===== src/hw/rtl/oal_pkg.sv =====
// Shared types, codes and sizes of the ordered array list.
`default_nettype none
package oal_pkg;

    localparam int CAPACITY = 64;
    localparam int IDX_W    = (CAPACITY > 1) ? $clog2(CAPACITY) : 1;
    localparam int CNT_W    = $clog2(CAPACITY + 1);

    // Field widths of the stream items.
    localparam int CMD_W  = 2;
    localparam int POS_W  = 7;
    localparam int VAL_W  = 32;
    localparam int STAT_W = 2;
    localparam int FIDX_W = 6;
    localparam int LEN_W  = 7;

    localparam int POS_LO      = CMD_W;
    localparam int VAL_LO      = POS_LO + POS_W;
    localparam int NVAL_LO     = VAL_LO + VAL_W;
    localparam int IN_W        = NVAL_LO + VAL_W;
    localparam int IN_TDATA_W  = ((IN_W + 7) / 8) * 8;
    localparam int FIDX_LO     = STAT_W;
    localparam int LEN_LO      = FIDX_LO + FIDX_W;
    localparam int OUT_W       = LEN_LO + LEN_W;
    localparam int OUT_TDATA_W = ((OUT_W + 7) / 8) * 8;

    // Width wide enough to compare a position against the count.
    localparam int CMP_W = (CNT_W > POS_W) ? CNT_W : POS_W;

    // The match vector is encoded in groups of eight.
    localparam int GRP   = 8;
    localparam int GRP_W = 3;
    localparam int NGRP  = (CAPACITY + GRP - 1) / GRP;

    typedef enum logic [CMD_W-1:0] {
        CMD_INSERT,
        CMD_DELETE,
        CMD_SEARCH,
        CMD_AMEND
    } t_cmd;

    typedef enum logic [STAT_W-1:0] {
        ST_OK,
        ST_BAD_POS,
        ST_FULL,
        ST_MISSING
    } t_status;

    typedef enum logic [1:0] {
        S_IDLE,
        S_CMP,
        S_ENC,
        S_EXEC
    } t_state;

    typedef struct packed {
        logic load;
        logic cmp;
        logic enc;
        logic exec;
    } t_dp_cmd;

    typedef struct packed {
        logic out_busy;
    } t_dp_stat;

endpackage
`default_nettype wire


===== src/hw/rtl/oal_ctrl.sv =====
// Control state machine that sequences one command through the datapath.
`default_nettype none
module oal_ctrl import oal_pkg::*; (
    input  wire logic     i_clk,
    input  wire logic     i_rst_n,
    input  wire logic     i_in_valid,
    output logic          o_in_ready,
    input  wire t_dp_stat i_stat,
    output t_dp_cmd       o_cmd
);

    t_state r_state;
    t_state n_state;

    always_ff @(posedge i_clk) begin
        if (!i_rst_n) begin
            r_state <= S_IDLE;
        end else begin
            r_state <= n_state;
        end
    end

    always_comb begin
        n_state    = r_state;
        o_cmd      = '0;
        o_in_ready = 1'b0;
        case (r_state)
            S_IDLE: begin
                o_in_ready = 1'b1;
                if (i_in_valid) begin
                    o_cmd.load = 1'b1;
                    n_state    = S_CMP;
                end
            end
            S_CMP: begin
                o_cmd.cmp = 1'b1;
                n_state   = S_ENC;
            end
            S_ENC: begin
                o_cmd.enc = 1'b1;
                n_state   = S_EXEC;
            end
            S_EXEC: begin
                // The result register must be free before the list is updated.
                if (!i_stat.out_busy) begin
                    o_cmd.exec = 1'b1;
                    n_state    = S_IDLE;
                end
            end
            default: begin
                n_state = S_IDLE;
            end
        endcase
    end

endmodule
`default_nettype wire


===== config.mk =====
export PLATFORM = sky130hd
export DESIGN_NAME = oal_ctrl
export DESIGN_NICKNAME = d
export VERILOG_FILES = /design/src/hw/rtl/oal_pkg.sv /design/src/hw/rtl/oal_ctrl.sv
export SDC_FILE = /design/constraint.sdc
export NUM_CORES = 1
export LEC_CHECK = 0
export BUFFER_PORTS_ARGS = -buffer_cell sky130_fd_sc_hd__buf_2
export CAP_MARGIN = 10
export CORE_AREA = 8 8 45 47
export DETAILED_ROUTE_END_ITERATION = 12
export DIE_AREA = 0 0 53 55
export GPL_ROUTABILITY_DRIVEN = 0
export GPL_TIMING_DRIVEN = 0
export PLACE_DENSITY_LB_ADDON = 0.3
export REMOVE_ABC_BUFFERS = 1
export SYNTH_ARGS = -nofsm -noshare
export SYNTH_HDL_FRONTEND = slang
export SYNTH_SLANG_ARGS = --single-unit

===== constraint.sdc =====
create_clock -name i_clk -period 2.35 [get_ports i_clk]
set_input_delay 0.1175 -clock i_clk [delete_from_list [all_inputs] [get_ports i_clk]]
set_output_delay 0.1175 -clock i_clk [all_outputs]
set_load 0.03 [all_outputs]

# After elaboration in Yosys (flattened, before gate mapping)
# Cells that the tools add are included.
# totals
elab_cells,18
regBits,2
in_bits,4
# op_classes
n_reduce_logical,2
muxes,10
eq_ne,5
# op_table
op,count
2-bit case mux with 4 select lines,1
1-bit 2-to-1 mux,7
"2-bit equality test, second input constant",2
2-bit 2-to-1 mux,2
"2-bit != test, second input constant",2
"2-bit by 1-bit equality test with 1-bit output, second input constant",1
2-bit zero test,1
2-bit AND reduction,1

# Depth between registers and ports, before layout
# Gate-level depths: netlist of run 1.
# depth
word_depth,3
ltp_mapped,4
mapped_depth_nobuf,4

# Least setup slack after synthesis of run 1
# Ideal clock, no wire load.
# synth_path
path_kind,register -> register
from,reg r_state[0]
to,reg r_state[0]
t_required_ns,2.234
stages_incl_launch_ff,5
path_buffers,0
period_less_slack_ns,1.277
setup_ns,0.116
setup_slack_ns,1.073
arrival_time_ns,1.160
path_cell_list,dfxtp_1 -> inv_1 -> ha_1 -> a211o_1 -> o211a_1
# synth_between
elab_chain_cells,3
elab_cells_between_ends,8
cone_classes,5 x eq/ne; 1 x mux; 2 x reduce/logical
# synth_lines
item,line_no,text
"start, declared",oal_ctrl.sv:12,t_state r_state;
"start signal, assigned",oal_ctrl.sv:19,r_state <= n_state;
2-bit equality test / 2-bit zero test (equally long branches),oal_ctrl.sv:27,case (r_state)
2-bit != test (no line),--,
2-bit AND reduction (no line),--,
# Several ways; a longest one is shown, not always the timed one.
# A chain may end at the register's enable or synchronous reset.

==> metrics.txt, run 1 <==
post-CTS setup repair buffer count=0; vias in the first global route=between 100 and 150; min cycle time layout=roughly 1.3 ns; total wire length=between 300 and 400 µm; Critical Path Sink Type=output port; WHS=between 0.15 and 0.2 ns; deepest clock path buffer count=2; Final Cell Area=248 µm²; post-synth top area cell=ha_1; RSZ-0062 raised after global routing=false; final setup violation count=0; antenna diode count=0; initial antenna violation count=0; Post-DP Area=roughly 230 µm²; worst skew pair latency=between 0.2 and 0.25 ns; Total Routing Usage GR=0.0278; Reg clk slew, reported paths=approximately 0.030 ns; CTS tree=built; Worst Max-Slew Pin Slew=between 0.15 and 0.2 ns; CP arrival=1.22 ns; Die Y-Extent=roughly 55 µm; Detail Route Antenna Nets=0; VDD IR max=~370 µV; hold path endpoint=r_state[0]$_SDFFE_PN0P_; Die Wd=around 53 µm; Yosys top cell area share=0.303; largest net degree at the start of global routing=5; max reg flops=2; post-DR wirelength/cell=between 8 and 9 µm; DRT iter0 DRCs=1; Synth area leaders=ha_1 30%, dfxtp_1 24%, a22oi_2 7.6%, inv_1 6.8%, mux2i_1 6.1%; dpl ws=approximately 1.1 ns; Yosys Warn Count=0; Root Driver=clkbuf_4; via count=139; post-synthesis average cell area=9.72 µm²; crit-path max FO=4; global-route wire length before repair=between 500 and 600 µm; critical path type=reg -> out; fraction of layout instances using a drive strength above 1=0.464; worst r2r path cells=4; Reg-to-Reg Start=r_state[0]$_SDFFE_PN0P_; Top reg by flops=r_state; # IOs=9; H-tree depth=1; flop-to-flop setup slack=1.16 ns; FP Rows=14; Final Hold Vio Count=0; Final Net Count=38; outcome=finished, final reports clean; setup TNS=0 ns; Min-Delay Startpoint=i_rst_n; Netlist cell types=10; Reg2Reg Capture Point=r_state[0]$_SDFFE_PN0P_; Core ar.=around 1400 µm²; skew final=0.000627 ns; largest registers=r_state x2; Hold Path Stages=2; vias per cell=3.16; Syn Std Cell Area=165 µm²; Data required, critical path=approximately 2.2 ns; P_leak=~0.14 nW; port bufs=8; register area share after synthesis=0.242; cells after synthesis=17; Synth Register Bits=2; FILL cells=between 150 and 200; total die area=roughly 2900 µm²; TritonRoute pass-1 iters=2; Fmax=roughly 750 MHz; fin crit share=0.569; CTS Buf Count=3; CTS Hold Buffers Added=0; Hold Path Class=in -> reg; drt drc=0; global route overflow=0; area grow syn2layout=50.0%; PwrDens=~1200 nW/µm²; cts repair resizes=0; total chip power=0.303 mW; Starting Density=0.119; maximum capacitance violations=0; CTS sink count=2; crit start category=register; fin worst setup slack=between 1 and 1.5 ns; Rel. slew slack=0.876; Max Transition Viols Final=0
-- kinds of logic (layout without fill, tap and decap cells) --
| group | count (synthesis) | count (layout) | synth area share |
|---|---|---|---|
| adders and majority gates | 4 | 4 | 0.303 |
| and+or+nand+nor | 4 | 4 | 0.136 |
| AOI/OAI and AO/OA | 3 | 3 | 0.189 |
| buffers and inverters | 3 | 14 | 0.0682 |
| DFF | 2 | 2 | 0.242 |
| muxes | 1 | 1 | 0.0606 |
-- synth_stat cells --
cell type and n:
ha_1 4, inv_1 3, dfxtp_1 2, nand2_1 2
a211o_1 1, a22oi_2 1, and2_1 1, and2b_2 1
mux2i_1 1, o211a_1 1
-- worst max path at each step --
stage                                       start                       to  slack (ns)
after global routing      r_state[0]$_SDFFE_PN0P_                 o_cmd[3]        0.94
after global placement    r_state[0]$_SDFFE_PN0P_  r_state[0]$_SDFFE_PN0P_        1.14
after CTS                 r_state[0]$_SDFFE_PN0P_                 o_cmd[3]        0.98
final                     r_state[0]$_SDFFE_PN0P_                 o_cmd[3]        1.01
after detailed placement  r_state[0]$_SDFFE_PN0P_  r_state[0]$_SDFFE_PN0P_        1.14
after floorplan           r_state[0]$_SDFFE_PN0P_  r_state[0]$_SDFFE_PN0P_        1.07
-- where the power goes --
| part | internal (mW) | total, mW | switching, mW |
|---|---|---|---|
| combinational | 0.0604 | 0.168 | 0.108 |
| clock | 0.0563 | 0.0754 | 0.0191 |
| sequential | 0.0469 | 0.0600 | 0.0131 |
-- layer usage --
metal  track usage  wire length, µm
met1        0.0272              153
met2        0.0234              117
met3        0.0241              105
met4        0.0517                0
met5             0                0
-- final cells by class --
| type | count | area (µm²) | share of cell area |
|---|---|---|---|
| clock buffers | 3 | 22.5 | 0.0909 |
| inverters | 3 | 11.3 | 0.0455 |
| multi-input cells | 12 | 114 | 0.460 |
| flip-flops and latches | 2 | 40.0 | 0.162 |
| well taps | 16 | 20.0 | 0.0808 |
| repair buffers | 8 | 40.0 | 0.162 |
-- stage by stage --
step            util  instances
2_1_floorplan      -         17
3_3_place_gp   0.163         41
3_5_place_dp   0.163         41
4_1_cts        0.179         44
5_1_grt        0.179         44
6_report       0.179         44
-- worst max-delay path: stages, from the launching register on --
cell,delay [ns]
dfxtp_1,0.37
inv_1,0.08
ha_1,0.24
and2_1,0.14
buf_2,0.17
-- cells in the final DEF (no fill, tap or decap) --
master / Yosys / layout
and2b_2: 1 / 1
clkbuf_4: 0 / 3
a211o_1: 1 / 1
and2_1: 1 / 1
dfxtp_1: 2 / 2
buf_2: 0 / 8
nand2_1: 2 / 2
ha_1: 4 / 4
a22oi_2: 1 / 1
mux2i_1: 1 / 1
o211a_1: 1 / 1
inv_1: 3 / 3
No activity file was read; power rests on OpenSTA's default activity.
==> run 2: changes to the inputs <==
--- a/config.mk
+++ b/config.mk
@@ -5,6 +5,7 @@
 export SDC_FILE = /design/constraint.sdc
 export NUM_CORES = 1
 export LEC_CHECK = 0
+export ABC_AREA = 1
 export BUFFER_PORTS_ARGS = -buffer_cell sky130_fd_sc_hd__buf_2
 export CAP_MARGIN = 10
 export CORE_AREA = 8 8 45 47
==> constraint.sdc (replaced) <==
create_clock -name i_clk -period 1.1 [get_ports i_clk]
set_input_delay 0.055 -clock i_clk [delete_from_list [all_inputs] [get_ports i_clk]]
set_output_delay 0.055 -clock i_clk [all_outputs]
set_load 0.03 [all_outputs]
==> metrics.txt, run 2 <==
slowest stage delay, CP=0.38 ns (was 0.37 ns); Sw Ratio=0.468 (was 0.461); Critical Path Start=r_state[1]$_SDFFE_PN0P_ (was r_state[0]$_SDFFE_PN0P_); crit-path max FO=4 (unchanged); CTS Hold Buffers Added=0 (unchanged); PwrDens=2900 nW/µm² (was 1230 nW/µm²); Die Wd=53 µm (unchanged); P_int=0.507 mW (was 0.164 mW); top layer in use=met3 (unchanged); VDD IR max=640 µV (was 366 µV); post-DR wirelength/cell=8.91 µm (was 8.55 µm); post-synth top area cell=ha_1 (unchanged); Root Driver=clkbuf_4 (unchanged); post-synthesis average cell area=6.81 µm² (was 9.72 µm²); P_leak=0.162 nW (was 0.142 nW); skew final=0.00182 ns (was 0.000627 ns); Core ar.=1380 µm² (unchanged); final core utilization=0.237 (was 0.179); critical path type=reg -> out (unchanged); TritonRoute pass-1 iters=3 (was 2); total wire length=481 µm (was 376 µm); Hold Path Class=in -> reg (unchanged); Yosys Warn Count=0 (unchanged); P_sw=0.445 mW (was 0.140 mW); global route overflow=0 (unchanged); CTS tree=built (unchanged); CTS sink count=2 (unchanged); DRT iter0 DRCs=6 (was 1); RSZ-0062 raised after global routing=true (was false); metal2 WL=237 µm (was 117 µm); Fmax=roughly 920 MHz; drt drc=0 (unchanged); fraction of layout instances using a drive strength above 1=0.632 (was 0.464); FILL cells=162 (was 153); Critical Path Sink Type=output port (unchanged); Die Y-Extent=55 µm (unchanged); H-tree depth=1 (unchanged); deepest clock path buffer count=2 (unchanged); port bufs=8 (unchanged); Synth Register Bits=2 (unchanged); Reg-to-Reg Start=r_state[1]$_SDFFE_PN0P_ (was r_state[0]$_SDFFE_PN0P_); Rel. slew slack=0.896 (was 0.876); count leader, synth=inv_1 (was ha_1); Max Transition Viols Final=0 (unchanged); CP arrival=1.03 ns (was 1.22 ns); worst skew pair latency=0.22 ns (about the same); Yosys top cell area share=0.294 (was 0.303); Data required, critical path=1.04 ns (was 2.23 ns); flop-to-flop setup slack=0.09 ns (was 1.16 ns); ys flop type=dfxtp_1 (unchanged); Synth area leaders=ha_1 29%, dfxtp_1 24%, inv_1 13%, nand2_1 8.8%, nor2_1 8.8% (was ha_1 30%, dfxtp_1 24%, a22oi_2 7.6%, inv_1 6.8%, mux2i_1 6.1%); Cell Count, Final, Fillers Out=54 (was 44); final setup violation count=0 (unchanged); Reg clk slew, reported paths=0.03 ns (about the same); Total Routing Usage GR=0.0371 (was 0.0278); global-route wire length before repair=724 µm (was 503 µm); cells after synthesis=25 (was 17); EDFF count, synth=0 (unchanged); Detail Route Antenna Nets=0 (unchanged); Sequential Area=47.5 µm² (was 40.0 µm²); CTS Buf Count=3 (unchanged); Netlist cell types=8 (was 10); Gate power share=0.639 (was 0.554); largest net degree at the start of global routing=5 (unchanged); Commonest cells post-synth=6 x inv_1, 4 x ha_1, 4 x nand2_1, 4 x nor2_1 (was 4 x ha_1, 3 x inv_1, 2 x dfxtp_1, 2 x nand2_1); outcome=finished, final reports clean (unchanged); Multi-input gate area=138 µm² (was 114 µm²); antenna diode count=0 (unchanged); FP Rows=14 (unchanged); Final Hold Vio Count=0 (unchanged); area grow syn2layout=92.6% (was 50.0%); metal3 WL=65 µm (was 105 µm); largest registers=r_state x2 (unchanged); via count=188 (was 139); sequential group share of total power=0.194 (was 0.198); vias per cell=3.48 (was 3.16); most frequent cells in the layout=4 x nor2_1, 4 x buf_2, 4 x buf_4 (was 8 x buf_2, 4 x ha_1, 3 x inv_1, 3 x clkbuf_4); FFs w/ async S/R, synth=0 (unchanged); Clk pwr share=0.167 (was 0.249); # IOs=9 (unchanged); fin crit share=0.989; CP cell instances=ha_4, inv_1, nor2_1, buf_4 (was inv_1, ha_1, and2_1, buf_2); met1 WL=177 µm (was 153 µm); Min-Delay Startpoint=i_rst_n (unchanged); min cycle time layout=~1.1 ns; Starting Density=0.123 (was 0.119); register area share after synthesis=0.235 (was 0.242); maximum capacitance violations=0 (unchanged); Final Net Count=48 (was 38); Worst Max-Slew Pin Slew=0.157 ns (was 0.186 ns); Syn Std Cell Area=170 µm² (was 165 µm²); vias in the first global route=181 (was 128); Slowest-stage cell, CP=dfxtp_4 (was dfxtp_1); crit start category=register (unchanged); Top reg by flops=r_state (unchanged); post-DP HPWL=about 350 µm; placed cell count=49 (was 41); total die area=2920 µm² (unchanged); initial antenna violation count=0 (unchanged); max reg flops=2 (unchanged)
run 2: cell types whose count changed after synthesis, sizes merged, moves of 2 or more:
cell / change
a21oi: +2
nor2: +4
nand2: +4
inv: +3
run 2: worst paths after layout:
kind,end,depth (start not counted)
worst min-delay path,r_state[0]$_SDFFE_PN0P_,3
worst min register to register,r_state[1]$_SDFFE_PN0P_,2
worst max register to register,r_state[1]$_SDFFE_PN0P_,6
worst max-delay path,o_cmd[0],4
run 2: routing by layer:
layer	track usage	vias to the layer above
li1	-	100
met1	0.0333	82
met2	0.0527	6
met3	0.0348	0
met4	0.0259	0
met5	0	-
run 2: area by class of cell:
type	instances	area share
clock buffers	3	0.0687
inverters	6	0.0840
multi-input cells	17	0.420
flip-flops and latches	2	0.145
well taps	16	0.0611
repair buffers	10	0.221
run 2: cells by family after synthesis:
| kind of cell | share of synthesized area |
|---|---|
| AND/OR/NAND/NOR | 0.279 |
| buffers and inverters | 0.132 |
| adder cells (fa/ha/maj) | 0.294 |
| AO/OA/AOI/OAI | 0.0588 |
| flip-flops | 0.235 |
run 2: metrics by stage:
stage | hold slack [ns] | setup WS (ns) | TNS, ns | area (µm²) | power, mW
2_1_floorplan | 0.176 | -0.0630 | -0.140 | 170 | 0.495
3_3_place_gp | 0.299 | 0.0170 | 0 | 230 | 0.592
3_5_place_dp | 0.307 | 0.0107 | 0 | 230 | 0.600
4_1_cts | 0.0624 | -0.0158 | -0.0158 | 295 | 0.904
5_1_grt | 0.0832 | -0.0585 | -0.100 | 328 | 1.06
6_report | 0.0689 | 0.0122 | 0 | 328 | 0.952
run 2: power groups by stage:
stage	combinational [mW]	clock, mW	sequential [mW]
after floorplan	0.364	0	0.131
after global placement	0.452	0	0.140
after detailed placement	0.457	0	0.143
after CTS	0.576	0.170	0.157
after global routing	0.689	0.174	0.196
final	0.609	0.159	0.185
run 2: timing repair:
action | in CTS | in global routing
endpoints found under the setup margin | 5 | 4
setup buffers | 1 | 1
cloned | 0 | 0
gates resized for setup | 13 | 9
pin swaps | 0 | 2
run 2: worst max-delay path, delay by kind of cell, from the launching register on:
family / cells / cell delay [ns]
DFF: 1 / 0.38
buffers and inverters: 2 / 0.21
adders and majority gates: 1 / 0.14
and+or+nand+nor: 1 / 0.09
